### config.mk
export PLATFORM = sky130hd
export DESIGN_NAME = rational_arithmetic_unit
export DESIGN_NICKNAME = d
export VERILOG_FILES = /design/src/rtl/core/rau_pkg.sv /design/src/rtl/core/rau_div.sv /design/src/rtl/core/rau_mul.sv /design/src/rtl/core/rational_arithmetic_unit.sv
export SDC_FILE = /design/constraint.sdc
export NUM_CORES = 2
export LEC_CHECK = 0
export BUFFER_PORTS_ARGS = -buffer_cell sky130_fd_sc_hd__buf_2
export CAP_MARGIN = 10
export CORE_MARGIN = 4
export CORE_UTILIZATION = 60
export CTS_CLUSTER_DIAMETER = 60
export DETAILED_ROUTE_END_ITERATION = 6
export HOLD_SLACK_MARGIN = 0.12
export PLACE_DENSITY_LB_ADDON = 0.08
export SLEW_MARGIN = 20
export SYNTH_ARGS = -nofsm -noshare
export SYNTH_HDL_FRONTEND = slang
export SYNTH_SLANG_ARGS = --single-unit
### constraint.sdc
create_clock -name clk -period 20.5 [get_ports clk]
set_clock_uncertainty 0.2 [all_clocks]
set_input_delay 3.075 -clock clk [delete_from_list [all_inputs] [get_ports clk]]
set_output_delay 3.075 -clock clk [all_outputs]
set_load 0.02 [all_outputs]
### src/rtl/core/rau_pkg.sv
// ----------------------------------------------------------------------------
// rau_pkg
// Shared types and constants of the rational arithmetic unit.
// ----------------------------------------------------------------------------
package rau_pkg;

	localparam int DEF_WORD_BITS = 32;
	localparam int OPER_W        = 32;
	localparam int PROD_W        = 64;
	localparam int RES_DEN_W     = 31;

	localparam logic [2:0] KIND_ADD = 3'd0;
	localparam logic [2:0] KIND_SUB = 3'd1;
	localparam logic [2:0] KIND_MUL = 3'd2;
	localparam logic [2:0] KIND_DIV = 3'd3;
	localparam logic [2:0] KIND_CMP = 3'd4;

	localparam logic [1:0] REL_LESS    = 2'd0;
	localparam logic [1:0] REL_EQUAL   = 2'd1;
	localparam logic [1:0] REL_GREATER = 2'd2;

	localparam logic [1:0] ST_OK       = 2'd0;
	localparam logic [1:0] ST_ZERO_DEN = 2'd1;
	localparam logic [1:0] ST_OVERFLOW = 2'd2;

	typedef struct packed {
		logic              go;
		logic [PROD_W-1:0] num;
		logic [PROD_W-1:0] den;
	} div_req_t;

	typedef struct packed {
		logic              done;
		logic [PROD_W-1:0] quot;
		logic [PROD_W-1:0] rem;
	} div_rsp_t;

endpackage

### src/rtl/core/rau_div.sv
// ----------------------------------------------------------------------------
// rau_div
// Shared unsigned restoring divider, one quotient bit per cycle.
// ----------------------------------------------------------------------------
module rau_div (
	input  logic              clk,
	input  logic              arst_n,
	input  rau_pkg::div_req_t req,
	output rau_pkg::div_rsp_t rsp
);

	localparam int W   = rau_pkg::PROD_W;
	localparam int CNT_W = $clog2(W + 1);

	logic [W-1:0]     quo_q;
	logic [W-1:0]     rem_q;
	logic [W-1:0]     den_q;
	logic [CNT_W-1:0] cnt_q;
	logic             run_q;
	logic             done_q;
	logic [W:0]       shifted;
	logic [W:0]       diff;

	// trial subtract of the shifted partial remainder
	assign shifted = {rem_q, quo_q[W-1]};
	assign diff    = shifted - {1'b0, den_q};

	always_ff @(posedge clk or negedge arst_n) begin
		if (!arst_n) begin
			run_q  <= 1'b0;
			done_q <= 1'b0;
			cnt_q  <= '0;
		end else begin
			done_q <= 1'b0;
			if (req.go) begin
				run_q <= 1'b1;
				cnt_q <= CNT_W'(W);
			end else if (run_q) begin
				cnt_q <= cnt_q - 1'b1;
				if (cnt_q == CNT_W'(1)) begin
					run_q  <= 1'b0;
					done_q <= 1'b1;
				end
			end
		end
	end

	// datapath: load operands, then shift one bit per cycle
	always_ff @(posedge clk) begin
		if (req.go) begin
			quo_q <= req.num;
			den_q <= req.den;
			rem_q <= '0;
		end else if (run_q) begin
			if (!diff[W]) begin
				rem_q <= diff[W-1:0];
				quo_q <= {quo_q[W-2:0], 1'b1};
			end else begin
				rem_q <= shifted[W-1:0];
				quo_q <= {quo_q[W-2:0], 1'b0};
			end
		end
	end

	assign rsp.done = done_q;
	assign rsp.quot = quo_q;
	assign rsp.rem  = rem_q;

endmodule

### src/rtl/core/rau_mul.sv
// ----------------------------------------------------------------------------
// rau_mul
// Shared unsigned 32 by 32 multiplier with registered product.
// ----------------------------------------------------------------------------
module rau_mul (
	input  logic                         clk,
	input  logic [rau_pkg::OPER_W-1:0]   op_a,
	input  logic [rau_pkg::OPER_W-1:0]   op_b,
	output logic [rau_pkg::PROD_W-1:0]   prod
);

	logic [rau_pkg::PROD_W-1:0] prod_q;

	// register the product for the next sequencer step
	always_ff @(posedge clk) begin
		prod_q <= rau_pkg::PROD_W'(op_a) * rau_pkg::PROD_W'(op_b);
	end

	assign prod = prod_q;

endmodule

### src/rtl/core/rational_arithmetic_unit.sv
// ----------------------------------------------------------------------------
// rational_arithmetic_unit
// Add, subtract, multiply, divide and compare of signed fractions, with
// GCD reduction, run by a sequencer over one shared divider and multiplier.
// ----------------------------------------------------------------------------
//  channel | handshake          | payload
//  --------+--------------------+------------------------------------------
//  input   | start && !busy     | kind, a_num, a_den, b_num, b_den
//  result  | done (one cycle)   | res_num, res_den, relation, status
//
//  Error items give their result in the cycle after acceptance.
//  Compare, multiply and divide form two cross products; only multiply and
//  divide then run the final reduction. Each GCD strips common factors of
//  two, then runs Euclid remainder steps on the shared 64-bit divider, which
//  also runs each exact division. Add/subtract run two GCDs and four divisions.
//  Reset clears the sequencer; busy stays high until the result strobes.
//  The receiver cannot stall: done is high for exactly one cycle.
// ----------------------------------------------------------------------------
module rational_arithmetic_unit #(
	parameter int WORD_BITS = rau_pkg::DEF_WORD_BITS
) (
	input  logic        clk,
	input  logic        arst_n,
	input  logic        start,
	output logic        busy,
	input  logic [2:0]  kind,
	input  logic signed [31:0] a_num,
	input  logic signed [31:0] a_den,
	input  logic signed [31:0] b_num,
	input  logic signed [31:0] b_den,
	output logic        done,
	output logic signed [31:0] res_num,
	output logic [30:0] res_den,
	output logic [1:0]  relation,
	output logic [1:0]  status
);

	localparam int OW = rau_pkg::OPER_W;
	localparam int PW = rau_pkg::PROD_W;
	localparam int EB = (WORD_BITS < 32) ? WORD_BITS : 32;
	localparam logic [PW-1:0] TOP = PW'(1) << (EB - 1);

	typedef enum logic [4:0] {
		S_IDLE, S_ADD_GCD, S_ADD_Q1, S_ADD_Q2, S_ADD_M1, S_ADD_M2, S_ADD_M3,
		S_ADD_SUM, S_PROD1, S_PROD2, S_PROD3, S_FIN_GCD, S_FIN_Q1, S_FIN_Q2,
		S_FIN_CHK, S_G_INIT, S_G_STRIP, S_G_EUC, S_G_STEP, S_DIV_WAIT
	} state_t;

	state_t state_q, gret_q, dret_q;

	logic [2:0]    kind_q;
	logic          sa_q, sb_q, neg_q;
	logic [OW-1:0] ma_q, da_q, mb_q, db_q, q1_q, q2_q;
	logic [PW-1:0] nmag_q, nden_q, ga_q, gb_q, g_q;
	logic [5:0]    sh_q;

	logic          done_q;
	logic [31:0]   res_num_q;
	logic [30:0]   res_den_q;
	logic [1:0]    relation_q, status_q;

	rau_pkg::div_req_t div_req;
	rau_pkg::div_rsp_t div_rsp;
	logic [OW-1:0] mul_a, mul_b;
	logic [PW-1:0] prod;

	logic          in_err;
	logic          sbe;
	logic [PW-1:0] ovf_max;

	rau_div u_div (.clk(clk), .arst_n(arst_n), .req(div_req), .rsp(div_rsp));
	rau_mul u_mul (.clk(clk), .op_a(mul_a), .op_b(mul_b), .prod(prod));

	// reject zero denominators, divide by zero and unknown kinds
	assign in_err = (a_den == '0) || (b_den == '0) || (kind > rau_pkg::KIND_CMP)
		|| ((kind == rau_pkg::KIND_DIV) && (b_num == '0));

	assign sbe     = sb_q ^ (kind_q == rau_pkg::KIND_SUB);
	assign ovf_max = (neg_q && (nmag_q != '0)) ? TOP : TOP - 1'b1;

	// select multiplier operands per step
	always_comb begin
		mul_a = ma_q;
		mul_b = mb_q;
		unique case (state_q)
			S_ADD_M1: begin mul_a = q1_q; mul_b = db_q; end
			S_ADD_M2: begin mul_a = ma_q; mul_b = q2_q; end
			S_ADD_M3: begin mul_a = mb_q; mul_b = q1_q; end
			S_PROD1: begin
				mul_a = ma_q;
				mul_b = (kind_q == rau_pkg::KIND_MUL) ? mb_q : db_q;
			end
			S_PROD2: begin
				if (kind_q == rau_pkg::KIND_MUL) begin
					mul_a = da_q; mul_b = db_q;
				end else if (kind_q == rau_pkg::KIND_DIV) begin
					mul_a = da_q; mul_b = mb_q;
				end else begin
					mul_a = mb_q; mul_b = da_q;
				end
			end
			default: ;
		endcase
	end

	// issue divider requests per step
	always_comb begin
		div_req.go  = 1'b0;
		div_req.num = ga_q;
		div_req.den = gb_q;
		unique case (state_q)
			S_G_EUC:  div_req.go = (gb_q != '0);
			S_ADD_Q1: begin div_req.go = 1'b1; div_req.num = PW'(da_q); div_req.den = g_q; end
			S_ADD_Q2: begin div_req.go = 1'b1; div_req.num = PW'(db_q); div_req.den = g_q; end
			S_FIN_Q1: begin div_req.go = 1'b1; div_req.num = nmag_q; div_req.den = g_q; end
			S_FIN_Q2: begin div_req.go = 1'b1; div_req.num = nden_q; div_req.den = g_q; end
			default: ;
		endcase
	end

	// sequencer with registered result
	always_ff @(posedge clk or negedge arst_n) begin
		if (!arst_n) begin
			state_q <= S_IDLE;
			gret_q  <= S_IDLE;
			dret_q  <= S_IDLE;
			done_q  <= 1'b0;
		end else begin
			done_q <= 1'b0;
			unique case (state_q)
				S_IDLE: begin
					if (start) begin
						kind_q <= kind;
						sa_q   <= (a_num != '0) && (a_num[31] ^ a_den[31]);
						sb_q   <= (b_num != '0) && (b_num[31] ^ b_den[31]);
						ma_q   <= a_num[31] ? OW'(-a_num) : OW'(a_num);
						mb_q   <= b_num[31] ? OW'(-b_num) : OW'(b_num);
						da_q   <= a_den[31] ? OW'(-a_den) : OW'(a_den);
						db_q   <= b_den[31] ? OW'(-b_den) : OW'(b_den);
						if (in_err) begin
							done_q     <= 1'b1;
							res_num_q  <= '0;
							res_den_q  <= 31'd1;
							relation_q <= rau_pkg::REL_EQUAL;
							status_q   <= rau_pkg::ST_ZERO_DEN;
						end else if (kind == rau_pkg::KIND_ADD || kind == rau_pkg::KIND_SUB) begin
							state_q <= S_ADD_GCD;
						end else begin
							state_q <= S_PROD1;
						end
					end
				end
				S_ADD_GCD: begin
					ga_q    <= PW'(da_q);
					gb_q    <= PW'(db_q);
					gret_q  <= S_ADD_Q1;
					state_q <= S_G_INIT;
				end
				S_ADD_Q1: begin
					dret_q  <= S_ADD_Q2;
					state_q <= S_DIV_WAIT;
				end
				S_ADD_Q2: begin
					q1_q    <= div_rsp.quot[OW-1:0];
					dret_q  <= S_ADD_M1;
					state_q <= S_DIV_WAIT;
				end
				S_ADD_M1: begin
					q2_q    <= div_rsp.quot[OW-1:0];
					state_q <= S_ADD_M2;
				end
				S_ADD_M2: begin
					nden_q  <= prod;
					state_q <= S_ADD_M3;
				end
				S_ADD_M3: begin
					nmag_q  <= prod;
					state_q <= S_ADD_SUM;
				end
				S_ADD_SUM: begin
					// combine scaled magnitudes by sign
					if (sa_q == sbe) begin
						nmag_q <= nmag_q + prod;
						neg_q  <= sa_q;
					end else if (nmag_q >= prod) begin
						nmag_q <= nmag_q - prod;
						neg_q  <= sa_q;
					end else begin
						nmag_q <= prod - nmag_q;
						neg_q  <= sbe;
					end
					state_q <= S_FIN_GCD;
				end
				S_PROD1: state_q <= S_PROD2;
				S_PROD2: begin
					nmag_q  <= prod;
					state_q <= S_PROD3;
				end
				S_PROD3: begin
					if (kind_q == rau_pkg::KIND_CMP) begin
						// left magnitude in nmag_q, right in prod
						done_q    <= 1'b1;
						res_num_q <= '0;
						res_den_q <= 31'd1;
						status_q  <= rau_pkg::ST_OK;
						if (sa_q != sb_q) begin
							relation_q <= sa_q ? rau_pkg::REL_LESS : rau_pkg::REL_GREATER;
						end else if (nmag_q == prod) begin
							relation_q <= rau_pkg::REL_EQUAL;
						end else if ((nmag_q < prod) ^ sa_q) begin
							relation_q <= rau_pkg::REL_LESS;
						end else begin
							relation_q <= rau_pkg::REL_GREATER;
						end
						state_q <= S_IDLE;
					end else begin
						nden_q  <= prod;
						neg_q   <= sa_q ^ sb_q;
						state_q <= S_FIN_GCD;
					end
				end
				S_FIN_GCD: begin
					ga_q    <= nmag_q;
					gb_q    <= nden_q;
					gret_q  <= S_FIN_Q1;
					state_q <= S_G_INIT;
				end
				S_FIN_Q1: begin
					dret_q  <= S_FIN_Q2;
					state_q <= S_DIV_WAIT;
				end
				S_FIN_Q2: begin
					nmag_q  <= div_rsp.quot;
					dret_q  <= S_FIN_CHK;
					state_q <= S_DIV_WAIT;
				end
				S_FIN_CHK: begin
					done_q     <= 1'b1;
					relation_q <= rau_pkg::REL_EQUAL;
					if (nmag_q > ovf_max || div_rsp.quot > TOP - 1'b1) begin
						res_num_q <= '0;
						res_den_q <= 31'd1;
						status_q  <= rau_pkg::ST_OVERFLOW;
					end else begin
						res_num_q <= neg_q ? -nmag_q[31:0] : nmag_q[31:0];
						res_den_q <= div_rsp.quot[30:0];
						status_q  <= rau_pkg::ST_OK;
					end
					state_q <= S_IDLE;
				end
				// GCD: zero shortcuts, strip twos, Euclid remainder loop
				S_G_INIT: begin
					sh_q <= '0;
					if (ga_q == '0) begin
						g_q     <= gb_q;
						state_q <= gret_q;
					end else if (gb_q == '0) begin
						g_q     <= ga_q;
						state_q <= gret_q;
					end else begin
						state_q <= S_G_STRIP;
					end
				end
				S_G_STRIP: begin
					if (!(ga_q[0] | gb_q[0])) begin
						ga_q <= ga_q >> 1;
						gb_q <= gb_q >> 1;
						sh_q <= sh_q + 1'b1;
					end else begin
						state_q <= S_G_EUC;
					end
				end
				S_G_EUC: begin
					if (gb_q == '0) begin
						g_q     <= ga_q << sh_q;
						state_q <= gret_q;
					end else begin
						dret_q  <= S_G_STEP;
						state_q <= S_DIV_WAIT;
					end
				end
				S_G_STEP: begin
					ga_q    <= gb_q;
					gb_q    <= div_rsp.rem;
					state_q <= S_G_EUC;
				end
				S_DIV_WAIT: begin
					if (div_rsp.done) state_q <= dret_q;
				end
				default: state_q <= S_IDLE;
			endcase
		end
	end

	assign busy     = (state_q != S_IDLE);
	assign done     = done_q;
	assign res_num  = res_num_q;
	assign res_den  = res_den_q;
	assign relation = relation_q;
	assign status   = status_q;

endmodule

==> summary.log <==
INFO  sta            maxClockFrequency=83.0MHz
INFO  sta            maxSlewViolCount=0
INFO  worst_setup_path worst_path_arrival=12.50ns
INFO  synthesis      synth_fa_ha_area_share=27.2%
INFO  placed_design  port-buffer-count=202
INFO  worst_setup_path worstSetupEndpointType=register
INFO  drt            dr_wl_met2=156000um
INFO  sta            postLayoutSetupSlackWorst=8.45ns
INFO  synthesis      dominant_combinational_cell_family_by_area_after_synthesis=adder cells
INFO  sta            setup_viol_count_final=0
INFO  drt            vias_per_cell=6.96
INFO  pwr            leakagePower=43.0nW
INFO  finish         filler_cell_count=12400
INFO  clocking       cts_tree=built
INFO  placed_design  hpwlAfterDp=300000um
INFO  drt            number_of_detailed_route_iterations_in_the_first_pass=7
INFO  min_path       worstHoldPathType=reg -> reg
INFO  sta            tns=0ns
INFO  finish         stdcell_count=12300
INFO  finish         final_net_count=11800
INFO  floorplanning  starting_density_of_the_core=60.5%
INFO  worst_setup_path timing.reg2reg.setup_slack=8.45ns
INFO  min_path       min_path_cells=2
INFO  floorplanning  die_height=400um
INFO  synthesis      syn-num-nets=11900
INFO  clocking       cts_setup_buffers=0
INFO  finish         final_common_cell=sky130_fd_sc_hd__inv_1
INFO  min_path       worstHoldStart=g_q[27]
INFO  pwr            fin_total_pwr=4.07mW
INFO  placed_design  dpl_worst_slack=8.80ns
INFO  floorplanning  die_width=400um
INFO  finish         fin_util=65.3%
INFO  global_routing grt.total_usage=48.4%
INFO  run_status     status=finished with violations
INFO  synthesis      synth-warning-count=0
INFO  worst_setup_path crit_path_max_fanout=54
INFO  clocking       cts_max_path_buffers=3
INFO  placed_design  gpl.final_weighted_congestion=1.07
INFO  worst_setup_path reg2reg_depth=33
INFO  synthesis      post_synth_xor_area_fraction=3.14%
INFO  synthesis      ffs_latches_synth=869
INFO  global_routing grt_start_max_net_pins=90
INFO  drt            detailedRoute.firstIterationViolations=15800
INFO  clocking       postCtsResizedCells=0
INFO  sta            finalWorstPathRequiredPeriod=12.05ns
INFO  sta            timing_hold_violations_final=0
INFO  sta            slew-limit-headroom=15.2%
INFO  worst_setup_path critical_path.reg2reg.endpoint=u_mul.prod[58]
INFO  synthesis      synth_edf_count=719
INFO  global_routing grt_residual_overflow=0
INFO  synthesis      synth.avg_cell_area=8.93squm
INFO  clocking       post_cts_hold_buffer_count=0
INFO  floorplanning  core=152000squm
INFO  drt            top_signal_layer_used=met5
INFO  run_status     failed_checks=design-rule violations
INFO  synthesis      syn-instance-count=10300
INFO  min_path       timing.hold.worst_endpoint=u_div.den_q[27]
INFO  drt            drtAntennaViolNets=0
INFO  global_routing grt_first_pass_wirelength=561000um
INFO  finish         final_cell_mix=sky130_fd_sc_hd__inv_1 (1308), sky130_fd_sc_hd__nor2_1 (1190), sky130_fd_sc_hd__nand2_1 (1049)
INFO  global_routing via_count_of_the_first_global_routing_pass=82400
INFO  clocking       clkSlewWorstSetupHoldPaths=0.06ns
INFO  worst_setup_path worstReg2RegStart=state_q[2]
INFO  clocking       cts_inserted_buffers=106
INFO  clocking       htree_num_levels=3
INFO  synthesis      compound_gate_fraction_of_synth_area=17.7%
INFO  synthesis      netlist_area=92000squm
INFO  finish         syn_to_final_growth=8.02%
INFO  drt            wl_met1=138000um
INFO  sta            worst-slew-pin-transition=1.26ns
INFO  floorplanning  die_area=160000squm
INFO  worst_setup_path critical_path.startpoint_type=register
INFO  worst_setup_path timing.setup.critical_path_class=reg -> reg
INFO  worst_setup_path worst_path_most_repeated_cell=sky130_fd_sc_hd__fa_1
INFO  drt            detailroute.wirelength.met3=66400um
INFO  drt            via_count=85900
INFO  sta            rsz_0062_raised_after_global_routing=no
INFO  sta            timing.final.crit_share=58.8%
INFO  worst_setup_path worst-endpoint-required=20.94ns
INFO  pwr            p_per_cell_area=40.9nW/um^2
INFO  floorplanning  num_rows=143
INFO  global_routing antenna_found_initial=21
INFO  synthesis      netlist-cell-type-count=92
INFO  drt            drt-wirelength-per-cell=31.9um
INFO  floorplanning  ios=203
INFO  worst_setup_path worst_path_max_delay_cell=sky130_fd_sc_hd__dfrtp_1
INFO  synthesis      post_synth_simple_gate_area=14.0%
INFO  drt            finalWirelength=393000um
INFO  finish         drive_above_1_share=7.71%
INFO  pwr            power.ir.vdd_worst=0.0791mV
INFO  synthesis      ys_seq_area_share=26.9%
INFO  finish         sequential_cell_area=24700squm
INFO  clocking       tritoncts_num_sinks=869
INFO  clocking       root_buffer_selected_by_cts=sky130_fd_sc_hd__clkbuf_16
INFO  run            max_cap_viol_count=0
INFO  synthesis      synthMuxAreaShare=3.19%
INFO  worst_setup_path crit_path_max_incr_delay=0.71ns
INFO  synthesis      synth_top_flop_cell=sky130_fd_sc_hd__edfxtp_1
INFO  finish         multi_input_comb_area=60700squm
INFO  clocking       clk-insertion-delay-late=0.81ns
INFO  placed_design  dpl.cell_count=12100
INFO  drt            remaining_drcs=164
INFO  synthesis      async_flop_share=2.53%
## metal layers
metal  track usage, %  vias to the layer above
met3             20.9                     1630
li1                 -                    35200
met2             66.1                     7361
met1             62.9                    41600
met4             30.0                       14
met5            0.677                        -
## worst max-delay path by stage
stage,startpoint,endpoint,slack (ns),cells after the start
floorplan,state_q[2],u_mul.prod[58],10.57,37
global placement,state_q[2],u_mul.prod[58],8.99,33
detailed placement,state_q[3],u_mul.prod[58],8.80,34
CTS,state_q[3],u_mul.prod[58],8.64,34
global route,state_q[2],u_mul.prod[58],8.00,34
finish,state_q[2],u_mul.prod[58],8.45,33
## registers in the layout, indices dropped and copies added (netlist names), 5 cells and up
register and count:
mb_q 32, nden_q 64, q1_q 32, u_mul.prod 64
res_num 32, state_q 5, u_div.den_q 64, u_div.cnt_q 7
q2_q 32, da_q 32, dret_q 5, res_den 31
ma_q 32, g_q 64, ga_q 64, nmag_q 64
u_div.quo_q 64, sh_q 6, db_q 32, gb_q 64
u_div.rem_q 64
## cell families (layout without fill, tap and decap cells)
| kind of cell | count (synthesis) | after routing |
|---|---|---|
| AO/OA/AOI/OAI | 2503 | 2503 |
| XOR/XNOR | 330 | 330 |
| adder cells (fa/ha/maj) | 1457 | 1457 |
| buffers and inverters | 1928 | 1909 |
| flip-flops | 869 | 869 |
| multiplexers | 236 | 236 |
| other | 0 | 22 |
| AND/OR/NAND/NOR | 2975 | 2975 |
## layout make-up
type                            instances  area share, %
Inverter                             1315           4.97
Antenna cell                           22         0.0554
Tap cell                             2030           2.56
Timing Repair Buffer                  395           2.48
Clock inverter                         76           1.15
Sequential cell                       869           24.9
Multi-Input combinational cell       7501           61.1
Clock buffer                          123           2.78
## critical path: cells and delay by family, from the launching register on
kind,cells,cell delay (ns)
adders and majority gates,9,4.43
buffers and inverters,5,1.22
AOI/OAI and AO/OA,13,3.98
DFF,1,0.71
xor gates and xnor gates,1,0.14
and+or+nand+nor,5,1.07
## synthesized netlist by cell type (all sizes together), types with 71 or more instances
| cell type | number | area [sq um] |
|---|---|---|
| dfxtp | 128 | 2560 |
| a31oi | 83 | 519 |
| edfxtp | 719 | 21600 |
| nor2 | 1201 | 4510 |
| clkbuf | 554 | 2080 |
| nand4 | 89 | 563 |
| inv | 1312 | 4920 |
| o21ai | 575 | 2880 |
| nand2 | 1050 | 3940 |
| nor3 | 82 | 410 |
| o21bai | 79 | 593 |
| xnor2 | 287 | 2510 |
| a211oi | 93 | 698 |
| mux2i | 178 | 1780 |
| nor4 | 89 | 557 |
| fa | 900 | 18000 |
| a22oi | 245 | 1840 |
| o31ai | 82 | 616 |
| nand2b | 101 | 639 |
| a21oi | 645 | 3230 |
| nand3 | 84 | 420 |
| a21o | 140 | 1050 |
| a221oi | 71 | 628 |
| ha | 557 | 6970 |
## power by group
group	switching [mW]	total (mW)	internal, mW	leakage [nW]
Clock	0.875	2.10	1.23	1.87
Combinational	0.0391	0.0689	0.0298	33.4
Sequential	0	1.89	1.89	7.73
Total	0.914	4.07	3.15	43.0
## metrics by stage
step | instance area (sq um) | hold WS (ns)
after global placement | 95400 | 0.267
after CTS | 99300 | 0.294
after detailed placement | 95400 | 0.278
after floorplan | 92000 | 0.231
final | 99400 | 0.296
after global routing | 99300 | 0.305
Note: power is estimated with default switching activity, not from simulation.
